[config.mk]
export PLATFORM = sky130hd
export DESIGN_NAME = folded_string_hash_top
export DESIGN_NICKNAME = d
export VERILOG_FILES = /design/src/sv/fsh_pkg.sv /design/src/sv/fsh_front.sv /design/src/sv/fsh_queue.sv /design/src/sv/fsh_divider.sv /design/src/sv/folded_string_hash_top.sv
export SDC_FILE = /design/constraint.sdc
export NUM_CORES = 1
export LEC_CHECK = 0
export BUFFER_PORTS_ARGS = -buffer_cell sky130_fd_sc_hd__buf_2
export CAP_MARGIN = 40
export CORE_AREA = 2 2 177 144
export CTS_CLUSTER_SIZE = 12
export DETAILED_ROUTE_END_ITERATION = 8
export DIE_AREA = 0 0 179 146
export PLACE_DENSITY = 0.68
export SLEW_MARGIN = 20
export SYNTH_ARGS = -nofsm -noshare
export SYNTH_HDL_FRONTEND = slang
export SYNTH_SLANG_ARGS = --single-unit
[constraint.sdc]
create_clock -name clk -period 3.3 [get_ports clk]
set_clock_uncertainty 0.15 [all_clocks]
set_input_delay 0.165 -clock clk [delete_from_list [all_inputs] [get_ports clk]]
set_output_delay 0.165 -clock clk [all_outputs]
set_load 0.01 [all_outputs]
[src/sv/fsh_pkg.sv]
// Shared types, constants and helper functions for the folded string hash block.
`default_nettype none

package fsh_pkg;

    localparam int unsigned WORD_W      = 32;
    localparam int unsigned NBYTES_W    = 3;
    localparam int unsigned QUEUE_DEPTH = 2;
    localparam int unsigned QPTR_W      = (QUEUE_DEPTH > 1) ? $clog2(QUEUE_DEPTH) : 1;
    localparam int unsigned QCNT_W      = $clog2(QUEUE_DEPTH + 1);
    localparam int unsigned DIV_STEPS   = WORD_W;
    localparam int unsigned STEP_W      = $clog2(DIV_STEPS);

    localparam logic [WORD_W-1:0] BUCKET_COUNT_RESET = 32'd11;

    // Valid-byte codes
    localparam logic [NBYTES_W-1:0] NB_NONE  = 3'd0;
    localparam logic [NBYTES_W-1:0] NB_ONE   = 3'd1;
    localparam logic [NBYTES_W-1:0] NB_TWO   = 3'd2;
    localparam logic [NBYTES_W-1:0] NB_THREE = 3'd3;

    // One finished fold on its way to the divider
    typedef struct packed {
        logic              valid;
        logic [WORD_W-1:0] fold;
    } fold_item_t;

    // Back-end sequencer states
    typedef enum logic [1:0] {
        DIV_IDLE,
        DIV_RUN,
        DIV_WAIT
    } div_state_t;

    // Keep the leading valid bytes, zero the rest; 4 and above keep all
    function automatic logic [WORD_W-1:0] keep_mask(input logic [NBYTES_W-1:0] nbytes);
        logic [WORD_W-1:0] m;
        unique case (nbytes)
            NB_NONE:  m = 32'h0000_0000;
            NB_ONE:   m = 32'hFF00_0000;
            NB_TWO:   m = 32'hFFFF_0000;
            NB_THREE: m = 32'hFFFF_FF00;
            default:  m = 32'hFFFF_FFFF;
        endcase
        return m;
    endfunction

    // Mirror a word end for end (pure wiring)
    function automatic logic [WORD_W-1:0] bit_reverse(input logic [WORD_W-1:0] x);
        logic [WORD_W-1:0] r;
        for (int i = 0; i < WORD_W; i++) begin
            r[i] = x[WORD_W-1-i];
        end
        return r;
    endfunction

endpackage

`default_nettype wire

[src/sv/fsh_front.sv]
// Front end: masks chunks, mirrors even ones and XOR-folds into the accumulator.
`default_nettype none

module fsh_front (
    input  wire logic                           clk,
    input  wire logic                           rst_n,
    input  wire logic                           accept,
    input  wire logic [fsh_pkg::WORD_W-1:0]     chunk_word,
    input  wire logic [fsh_pkg::NBYTES_W-1:0]   valid_bytes,
    input  wire logic                           last_chunk,
    output fsh_pkg::fold_item_t                 wr_item
);

    logic [fsh_pkg::WORD_W-1:0] acc_reg;
    logic [fsh_pkg::WORD_W-1:0] acc_next;
    logic                       odd_reg;
    logic                       odd_next;
    logic [fsh_pkg::WORD_W-1:0] masked;
    logic [fsh_pkg::WORD_W-1:0] shaped;
    logic [fsh_pkg::WORD_W-1:0] fold_value;

    // Chunk shaping: byte mask, then mirror at even positions
    always_comb
    begin
        masked     = chunk_word & fsh_pkg::keep_mask(valid_bytes);
        shaped     = odd_reg ? masked : fsh_pkg::bit_reverse(masked);
        fold_value = acc_reg ^ shaped;
    end

    // Accumulator update; a last chunk hands the fold on and clears the state
    always_comb
    begin
        acc_next = acc_reg;
        odd_next = odd_reg;
        if (accept)
        begin
            if (last_chunk)
            begin
                acc_next = '0;
                odd_next = 1'b0;
            end
            else
            begin
                acc_next = fold_value;
                odd_next = ~odd_reg;
            end
        end
        wr_item.valid = accept && last_chunk;
        wr_item.fold  = fold_value;
    end

    always_ff @(posedge clk or negedge rst_n)
    begin
        if (!rst_n)
        begin
            acc_reg <= '0;
            odd_reg <= 1'b0;
        end
        else
        begin
            acc_reg <= acc_next;
            odd_reg <= odd_next;
        end
    end

`ifndef NO_ASSERTIONS
    a_last_clears: assert property (@(posedge clk) disable iff (!rst_n)
        (accept && last_chunk) |=> (acc_reg == '0 && !odd_reg))
        else $error("fold state not cleared after last chunk");
`endif

endmodule

`default_nettype wire

[src/sv/fsh_queue.sv]
// Short queue of finished folds between the front end and the divider.
`default_nettype none

module fsh_queue (
    input  wire logic                clk,
    input  wire logic                rst_n,
    input  wire fsh_pkg::fold_item_t wr_item,
    output logic                     full,
    output fsh_pkg::fold_item_t      head,
    input  wire logic                head_pop
);

    logic [fsh_pkg::WORD_W-1:0] mem_reg [fsh_pkg::QUEUE_DEPTH];
    logic [fsh_pkg::QPTR_W-1:0] wr_ptr_reg;
    logic [fsh_pkg::QPTR_W-1:0] wr_ptr_next;
    logic [fsh_pkg::QPTR_W-1:0] rd_ptr_reg;
    logic [fsh_pkg::QPTR_W-1:0] rd_ptr_next;
    logic [fsh_pkg::QCNT_W-1:0] count_reg;
    logic [fsh_pkg::QCNT_W-1:0] count_next;
    logic                       do_wr;
    logic                       do_rd;

    localparam logic [fsh_pkg::QPTR_W-1:0] PTR_LAST = fsh_pkg::QPTR_W'(fsh_pkg::QUEUE_DEPTH - 1);
    localparam logic [fsh_pkg::QCNT_W-1:0] CNT_FULL = fsh_pkg::QCNT_W'(fsh_pkg::QUEUE_DEPTH);

    // Status and head item
    always_comb
    begin
        full       = (count_reg == CNT_FULL);
        head.valid = (count_reg != '0);
        head.fold  = mem_reg[rd_ptr_reg];
        do_wr      = wr_item.valid && !full;
        do_rd      = head_pop && head.valid;
    end

    // Pointer and count update
    always_comb
    begin
        wr_ptr_next = wr_ptr_reg;
        rd_ptr_next = rd_ptr_reg;
        count_next  = count_reg;
        if (do_wr)
        begin
            wr_ptr_next = (wr_ptr_reg == PTR_LAST) ? '0 : wr_ptr_reg + 1'b1;
        end
        if (do_rd)
        begin
            rd_ptr_next = (rd_ptr_reg == PTR_LAST) ? '0 : rd_ptr_reg + 1'b1;
        end
        if (do_wr && !do_rd)
        begin
            count_next = count_reg + 1'b1;
        end
        else if (do_rd && !do_wr)
        begin
            count_next = count_reg - 1'b1;
        end
    end

    always_ff @(posedge clk or negedge rst_n)
    begin
        if (!rst_n)
        begin
            wr_ptr_reg <= '0;
            rd_ptr_reg <= '0;
            count_reg  <= '0;
        end
        else
        begin
            wr_ptr_reg <= wr_ptr_next;
            rd_ptr_reg <= rd_ptr_next;
            count_reg  <= count_next;
        end
    end

    // Storage
    always_ff @(posedge clk)
    begin
        if (do_wr)
        begin
            mem_reg[wr_ptr_reg] <= wr_item.fold;
        end
    end

`ifndef NO_ASSERTIONS
    a_no_overflow: assert property (@(posedge clk) disable iff (!rst_n)
        wr_item.valid |-> (count_reg < CNT_FULL))
        else $error("fold written into a full queue");
`endif

endmodule

`default_nettype wire

[src/sv/fsh_divider.sv]
// Back end: bit-serial restoring remainder of each fold, plus the result register.
`default_nettype none

module fsh_divider (
    input  wire logic                       clk,
    input  wire logic                       rst_n,
    input  wire fsh_pkg::fold_item_t        head,
    output logic                            head_pop,
    input  wire logic [fsh_pkg::WORD_W-1:0] divisor,
    output logic                            out_valid,
    output logic [fsh_pkg::WORD_W-1:0]      out_data,
    input  wire logic                       out_pop
);

    fsh_pkg::div_state_t         state_reg;
    fsh_pkg::div_state_t         state_next;
    logic [fsh_pkg::STEP_W-1:0]  step_reg;
    logic [fsh_pkg::STEP_W-1:0]  step_next;
    logic [fsh_pkg::WORD_W-1:0]  rem_reg;
    logic [fsh_pkg::WORD_W-1:0]  rem_next;
    logic [fsh_pkg::WORD_W-1:0]  dvd_reg;
    logic [fsh_pkg::WORD_W-1:0]  dvd_next;
    logic                        out_valid_reg;
    logic                        out_valid_next;
    logic [fsh_pkg::WORD_W-1:0]  out_reg;
    logic [fsh_pkg::WORD_W-1:0]  out_next;
    logic [fsh_pkg::WORD_W:0]    trial;
    logic [fsh_pkg::WORD_W:0]    diff;
    logic [fsh_pkg::WORD_W-1:0]  rem_step;
    logic                        slot_free;

    localparam logic [fsh_pkg::STEP_W-1:0] STEP_LAST = fsh_pkg::STEP_W'(fsh_pkg::DIV_STEPS - 1);

    // One restoring step: shift in next dividend bit, subtract if it fits
    always_comb
    begin
        trial    = {rem_reg, dvd_reg[fsh_pkg::WORD_W-1]};
        diff     = trial - {1'b0, divisor};
        rem_step = diff[fsh_pkg::WORD_W] ? trial[fsh_pkg::WORD_W-1:0]
                                         : diff[fsh_pkg::WORD_W-1:0];
    end

    // Sequencer
    always_comb
    begin
        state_next     = state_reg;
        step_next      = step_reg;
        rem_next       = rem_reg;
        dvd_next       = dvd_reg;
        out_valid_next = out_valid_reg;
        out_next       = out_reg;
        head_pop       = 1'b0;
        slot_free      = !out_valid_reg || out_pop;

        if (out_valid_reg && out_pop)
        begin
            out_valid_next = 1'b0;
        end

        unique case (state_reg)
            fsh_pkg::DIV_IDLE:
            begin
                if (head.valid)
                begin
                    head_pop  = 1'b1;
                    step_next = '0;
                    if (divisor == '0)
                    begin
                        // zero divisor passes the fold through
                        rem_next   = head.fold;
                        state_next = fsh_pkg::DIV_WAIT;
                    end
                    else
                    begin
                        rem_next   = '0;
                        dvd_next   = head.fold;
                        state_next = fsh_pkg::DIV_RUN;
                    end
                end
            end
            fsh_pkg::DIV_RUN:
            begin
                rem_next  = rem_step;
                dvd_next  = {dvd_reg[fsh_pkg::WORD_W-2:0], 1'b0};
                step_next = step_reg + 1'b1;
                if (step_reg == STEP_LAST)
                begin
                    state_next = fsh_pkg::DIV_WAIT;
                end
            end
            fsh_pkg::DIV_WAIT:
            begin
                // hand the remainder to the result register once it is free
                if (slot_free)
                begin
                    out_valid_next = 1'b1;
                    out_next       = rem_reg;
                    state_next     = fsh_pkg::DIV_IDLE;
                end
            end
            default:
            begin
                state_next = fsh_pkg::DIV_IDLE;
            end
        endcase
    end

    always_ff @(posedge clk or negedge rst_n)
    begin
        if (!rst_n)
        begin
            state_reg     <= fsh_pkg::DIV_IDLE;
            step_reg      <= '0;
            out_valid_reg <= 1'b0;
        end
        else
        begin
            state_reg     <= state_next;
            step_reg      <= step_next;
            out_valid_reg <= out_valid_next;
        end
    end

    // Datapath registers
    always_ff @(posedge clk)
    begin
        rem_reg <= rem_next;
        dvd_reg <= dvd_next;
        out_reg <= out_next;
    end

    assign out_valid = out_valid_reg;
    assign out_data  = out_reg;

`ifndef NO_ASSERTIONS
    a_run_starts_clean: assert property (@(posedge clk) disable iff (!rst_n)
        (state_reg == fsh_pkg::DIV_IDLE && head.valid && divisor != '0)
        |=> (state_reg == fsh_pkg::DIV_RUN && step_reg == '0))
        else $error("division did not start from step zero");

    a_pop_only_idle: assert property (@(posedge clk) disable iff (!rst_n)
        head_pop |-> (state_reg == fsh_pkg::DIV_IDLE && head.valid))
        else $error("queue popped outside idle or while empty");
`endif

endmodule

`default_nettype wire

[src/sv/folded_string_hash_top.sv]
// Top level of the folded string hash: config register, front end, queue, divider.
//
//  channel   handshake             payload
//  --------  --------------------  ------------------------------------------
//  input     push / full           chunk_word[31:0], valid_bytes[2:0], last_chunk
//  result    empty / pop           bucket_index[31:0]
//  config    cfg_valid / cfg_ready bucket_count[31:0]
//
// The front end folds one chunk per cycle while full is low; full rises only while
// the two-entry fold queue is full. For each key the divider loads the fold, runs
// a 32-step restoring remainder and hands it off (a zero bucket count skips it).
// Reset (rst_n low, asynchronous) clears the fold, the queue and the result,
// and sets the bucket count to 11. cfg_ready is always high. A waiting result
// does not stop the divider from working on the next key.
`default_nettype none

module folded_string_hash_top (
    input  wire logic                           clk,
    input  wire logic                           rst_n,
    input  wire logic                           push,
    output logic                                full,
    input  wire logic [fsh_pkg::WORD_W-1:0]     chunk_word,
    input  wire logic [fsh_pkg::NBYTES_W-1:0]   valid_bytes,
    input  wire logic                           last_chunk,
    output logic                                empty,
    input  wire logic                           pop,
    output logic [fsh_pkg::WORD_W-1:0]          bucket_index,
    input  wire logic                           cfg_valid,
    output logic                                cfg_ready,
    input  wire logic [fsh_pkg::WORD_W-1:0]     bucket_count
);

    logic [fsh_pkg::WORD_W-1:0] bucket_count_reg;
    logic [fsh_pkg::WORD_W-1:0] bucket_count_next;
    logic                       accept;
    logic                       q_full;
    logic                       head_pop;
    logic                       out_valid;
    fsh_pkg::fold_item_t        wr_item;
    fsh_pkg::fold_item_t        head;

    // Configuration register
    always_comb
    begin
        cfg_ready         = 1'b1;
        bucket_count_next = (cfg_valid && cfg_ready) ? bucket_count : bucket_count_reg;
    end

    always_ff @(posedge clk or negedge rst_n)
    begin
        if (!rst_n)
        begin
            bucket_count_reg <= fsh_pkg::BUCKET_COUNT_RESET;
        end
        else
        begin
            bucket_count_reg <= bucket_count_next;
        end
    end

    assign full   = q_full;
    assign accept = push && !q_full;
    assign empty  = !out_valid;

    fsh_front u_front (
        .clk         (clk),
        .rst_n       (rst_n),
        .accept      (accept),
        .chunk_word  (chunk_word),
        .valid_bytes (valid_bytes),
        .last_chunk  (last_chunk),
        .wr_item     (wr_item)
    );

    fsh_queue u_queue (
        .clk      (clk),
        .rst_n    (rst_n),
        .wr_item  (wr_item),
        .full     (q_full),
        .head     (head),
        .head_pop (head_pop)
    );

    fsh_divider u_divider (
        .clk       (clk),
        .rst_n     (rst_n),
        .head      (head),
        .head_pop  (head_pop),
        .divisor   (bucket_count_reg),
        .out_valid (out_valid),
        .out_data  (bucket_index),
        .out_pop   (pop)
    );

endmodule

`default_nettype wire

==> reports/results.md <==
* **pin count of the biggest net entering global routing** 52
* **floorplan die area** 0.02613 mm²
* **number of placement rows** 51
* **Placer Congestion** 0.9334
* **most common flop cell mapped by yosys** edfxtp_1
* **starting density of the core** 49.58%
* **total grt overflow** 0
* **crit path max-delay cell type** fa_1
* **area share of xor/xnor cells in the synthesized design** 4.163%
* **Tcrit/Tclk final** 97.32%
* **Final Critical Period** 3.212 ns
* **critical path depth in cells** 12
* **Critical Path, Cell by Cell** ha_1 -> fa_1 -> nand2b_1 -> a21o_1 -> a211oi_4 -> nor3_4 -> nor3_4 -> buf_4 -> o21ai_4 -> buf_4 -> o2111ai_1 -> o211ai_1
* **Max Clock Freq** 0.3114 GHz
* **first-pass GRT wire length** 47,170 µm
* **number of top-level pins** 108
* **Buf/Inv on CP** 2
* **status** complete, no violations
* **DPL Wire Length** 21,980 µm
* **y dimension of the die** 146 µm
* **length of the first detailed-routing pass in iterations** 5
* **Worst Hold Margin** 0.01420 ns
* **combined global-route utilization of all metal layers** 23.05%
* **nets** 1,388
* **Tightest Pin Transition** 0.7519 ns
* **number of vias after detailed routing** 9,268
* **launch point of the worst path** bucket_count_reg[0]
* **highest-count cells in the layout ignoring fill and taps** 160 x edfxtp_1, 106 x buf_2, 93 x nand2_1, 82 x buf_4, 74 x dfrtp_1
* **largest family of logic cells by synthesized area** compound AO/OA/AOI/OAI gates
* **count of cell types in the netlist** 63
* **count of nets left with antenna violations after detail routing** 0
* **start of the worst register-to-register path** bucket_count_reg[0]
* **clock tree from TritonCTS** yes
* **peak ir drop on the vdd network** 418.6 µV
* **clock buffer count from CTS** 25
* **WL final** 30,220 µm
* **DR WL/cell** 18.70 µm
* **syn nets** 1,197
* **Sum Neg Setup Slack** 0 ns
* **Worst EP required** 3.40 ns
* **mean instance size in the synthesized netlist** 11.02 µm²
* **power density over cell area** 968.3 mW/mm²
* **H-tree depth reported by CTS** 1
* **Static Leakage** 6.110 nW
* **number of buffers added on ports** 106
* **multiplexer fraction of the synthesized cell area** 3.026%
* **Layout area overhead** 21.47%
* **synthesized instance count** 1,088
* **beginning of the worst hold path** chunk_word[30]
* **path class of the lowest-slack min-delay path** in2reg
* **share of the synthesized area in compound gates (AO/OA/AOI/OAI)** 16.74%
* **utilization of the core after routing** 60.23%
* **share of synthesized cell area in full adder, half adder and majority cells** 3.819%
* **CP startpoint kind** flop
* **number of hold-slack violations in the final timing report** 0
* **most frequent standard cell in the layout excluding fill and tap cells** edfxtp_1
* **cell chosen for the clock root** clkbuf_16
* **number of warning messages in the yosys log** 0
* **core area** 0.02418 mm²
* **ant diodes** 0
* **cell depth of the worst min-delay path** 4
* **Async SR Flop Fraction** 32.49%
* **endpoint arrival time on the critical path** 3.32 ns
* **number of cells on the worst reg-to-reg path** 12
* **number of DRC violations after detailed routing** 0
* **endpoints failing setup** 0
* **Max Transition Viols Final** 0
* **DRC marker count from the first detailed-route iteration** 794
* **number of enable flip-flop cells after synthesis** 160
* **delay-heaviest family, CP** compound AO/OA/AOI/OAI gates
* **number of global-route vias before repair** 8,700
* **horizontal die dimension** 179 µm
* **WS Path Type** reg2reg
* **number of flip-flops in the largest register** 64
* **Syn Std Cell Area** 0.01199 mm²
* **RSZ-0062 raised after global routing** yes
* **number of violations of the max-capacitance limit** 0
* **Worst Path Max Fanout** 12
* **Longest Clk Path Bufs** 3
* **Max-Slew Margin vs Limit** 49.88%
* **Synth Area in Simple Gates** 12.37%
* **clk sinks** 237
* **delay contributed by the slowest stage of the critical path** 0.41 ns
* **sequential element share of the synthesized area** 56.17%
* **post-synthesis register bit count** 237
* **initial antenna violation count** 0
* **Filler cells** 1,990
* **Worst-path clk slew** 0.06 ns
* **detailed-route vias per instance** 5.735
* **fraction of final layout cells sized beyond drive strength 1** 20.03%
* **crit path capture type** flop
* **latest clock arrival within the worst-skew pair** 0.53 ns
tightest hold or removal path: stages:
cell and delay [ns]:
buf_2 0.09, nand3_1 0.05, o21ai_0 0.10, xor2_1 0.11
layer usage:
metal  up-vias  global-route usage [%]  share of wire (%)
li1       4432                       -                  -
met1      4495                   35.47                 48
met2       293                   34.60                 45
met3        48                   3.109                5.5
met4         0                   5.325                2.0
met5         -                       0                  0
logic make-up (layout without fill, tap and decap cells):
family                   after synthesis  count (layout)
AO/OA/AOI/OAI                        301             301
buffers and inverters                112             322
adder cells (fa/ha/maj)               36              36
multiplexers                          36              36
other                                  1               1
XOR/XNOR                              57              57
flip-flops                           237             237
AND/OR/NAND/NOR                      308             308
per-stage QoR:
stage	cell area (µm²)	worst slack (ns)	instances	total power [mW]
finish	14570	0.08830	1616	14.10
global route	14570	-0.01687	1616	14.98
CTS	14480	0.04550	1613	13.96
detailed placement	13330	-0.02134	1529	11.21
global placement	13310	0.04624	1528	11.09
floorplan	11990	0.3144	1088	9.180
area by class of cell:
class	count	area [µm²]	area share, %
clock buffer	42	730.7	5.016
clock inverter	4	27.53	0.1890
inverter	48	180.2	1.237
multi-input combinational	739	4918	33.77
sequential	237	6735	46.24
tap	318	397.9	2.731
timing repair buffer	228	1577	10.82
Yosys cell counts, drive strengths merged (34+ instances only):
master,count,area share [%]
nor2,73,2.3
inv,48,1.5
nand3,40,1.7
mux2i,34,2.8
o211ai,52,3.3
xor2,36,2.6
a22o,35,2.6
edfxtp,160,40
clkbuf,48,1.5
a21oi,63,2.6
dfrtp,74,15
ha,35,3.7
o21ai,75,3.2
nand2,95,3.0
where the power goes:
part           total (mW)  switching, mW  internal [mW]
clock                2.63           1.12           1.51
combinational        6.44           3.70           2.74
sequential           5.03          0.515           4.52
path summary, 6_finish.rpt:
check	end	slack, ns
min in group asynchronous	bucket_count_reg[1]	0.08
min reg2reg	u_divider.out_data[28]	0.35
min	u_queue.mem_reg[1][30]	0.01
max in group asynchronous	bucket_count_reg[27]	2.40
max	u_divider.rem_reg[9]	0.09
max reg2reg	u_divider.rem_reg[9]	0.09
what timing repair did:
item / in CTS / in global routing
hold buffers: 38 / 0
setup endpoints to repair: 2 / 25
setup buffers: 0 / 3
pin swaps: 0 / 4
gates resized for setup: 3 / 16
gates cloned: 0 / 0
endpoints found under the hold margin: 105 / 0
(Power assumes the default switching activity.)
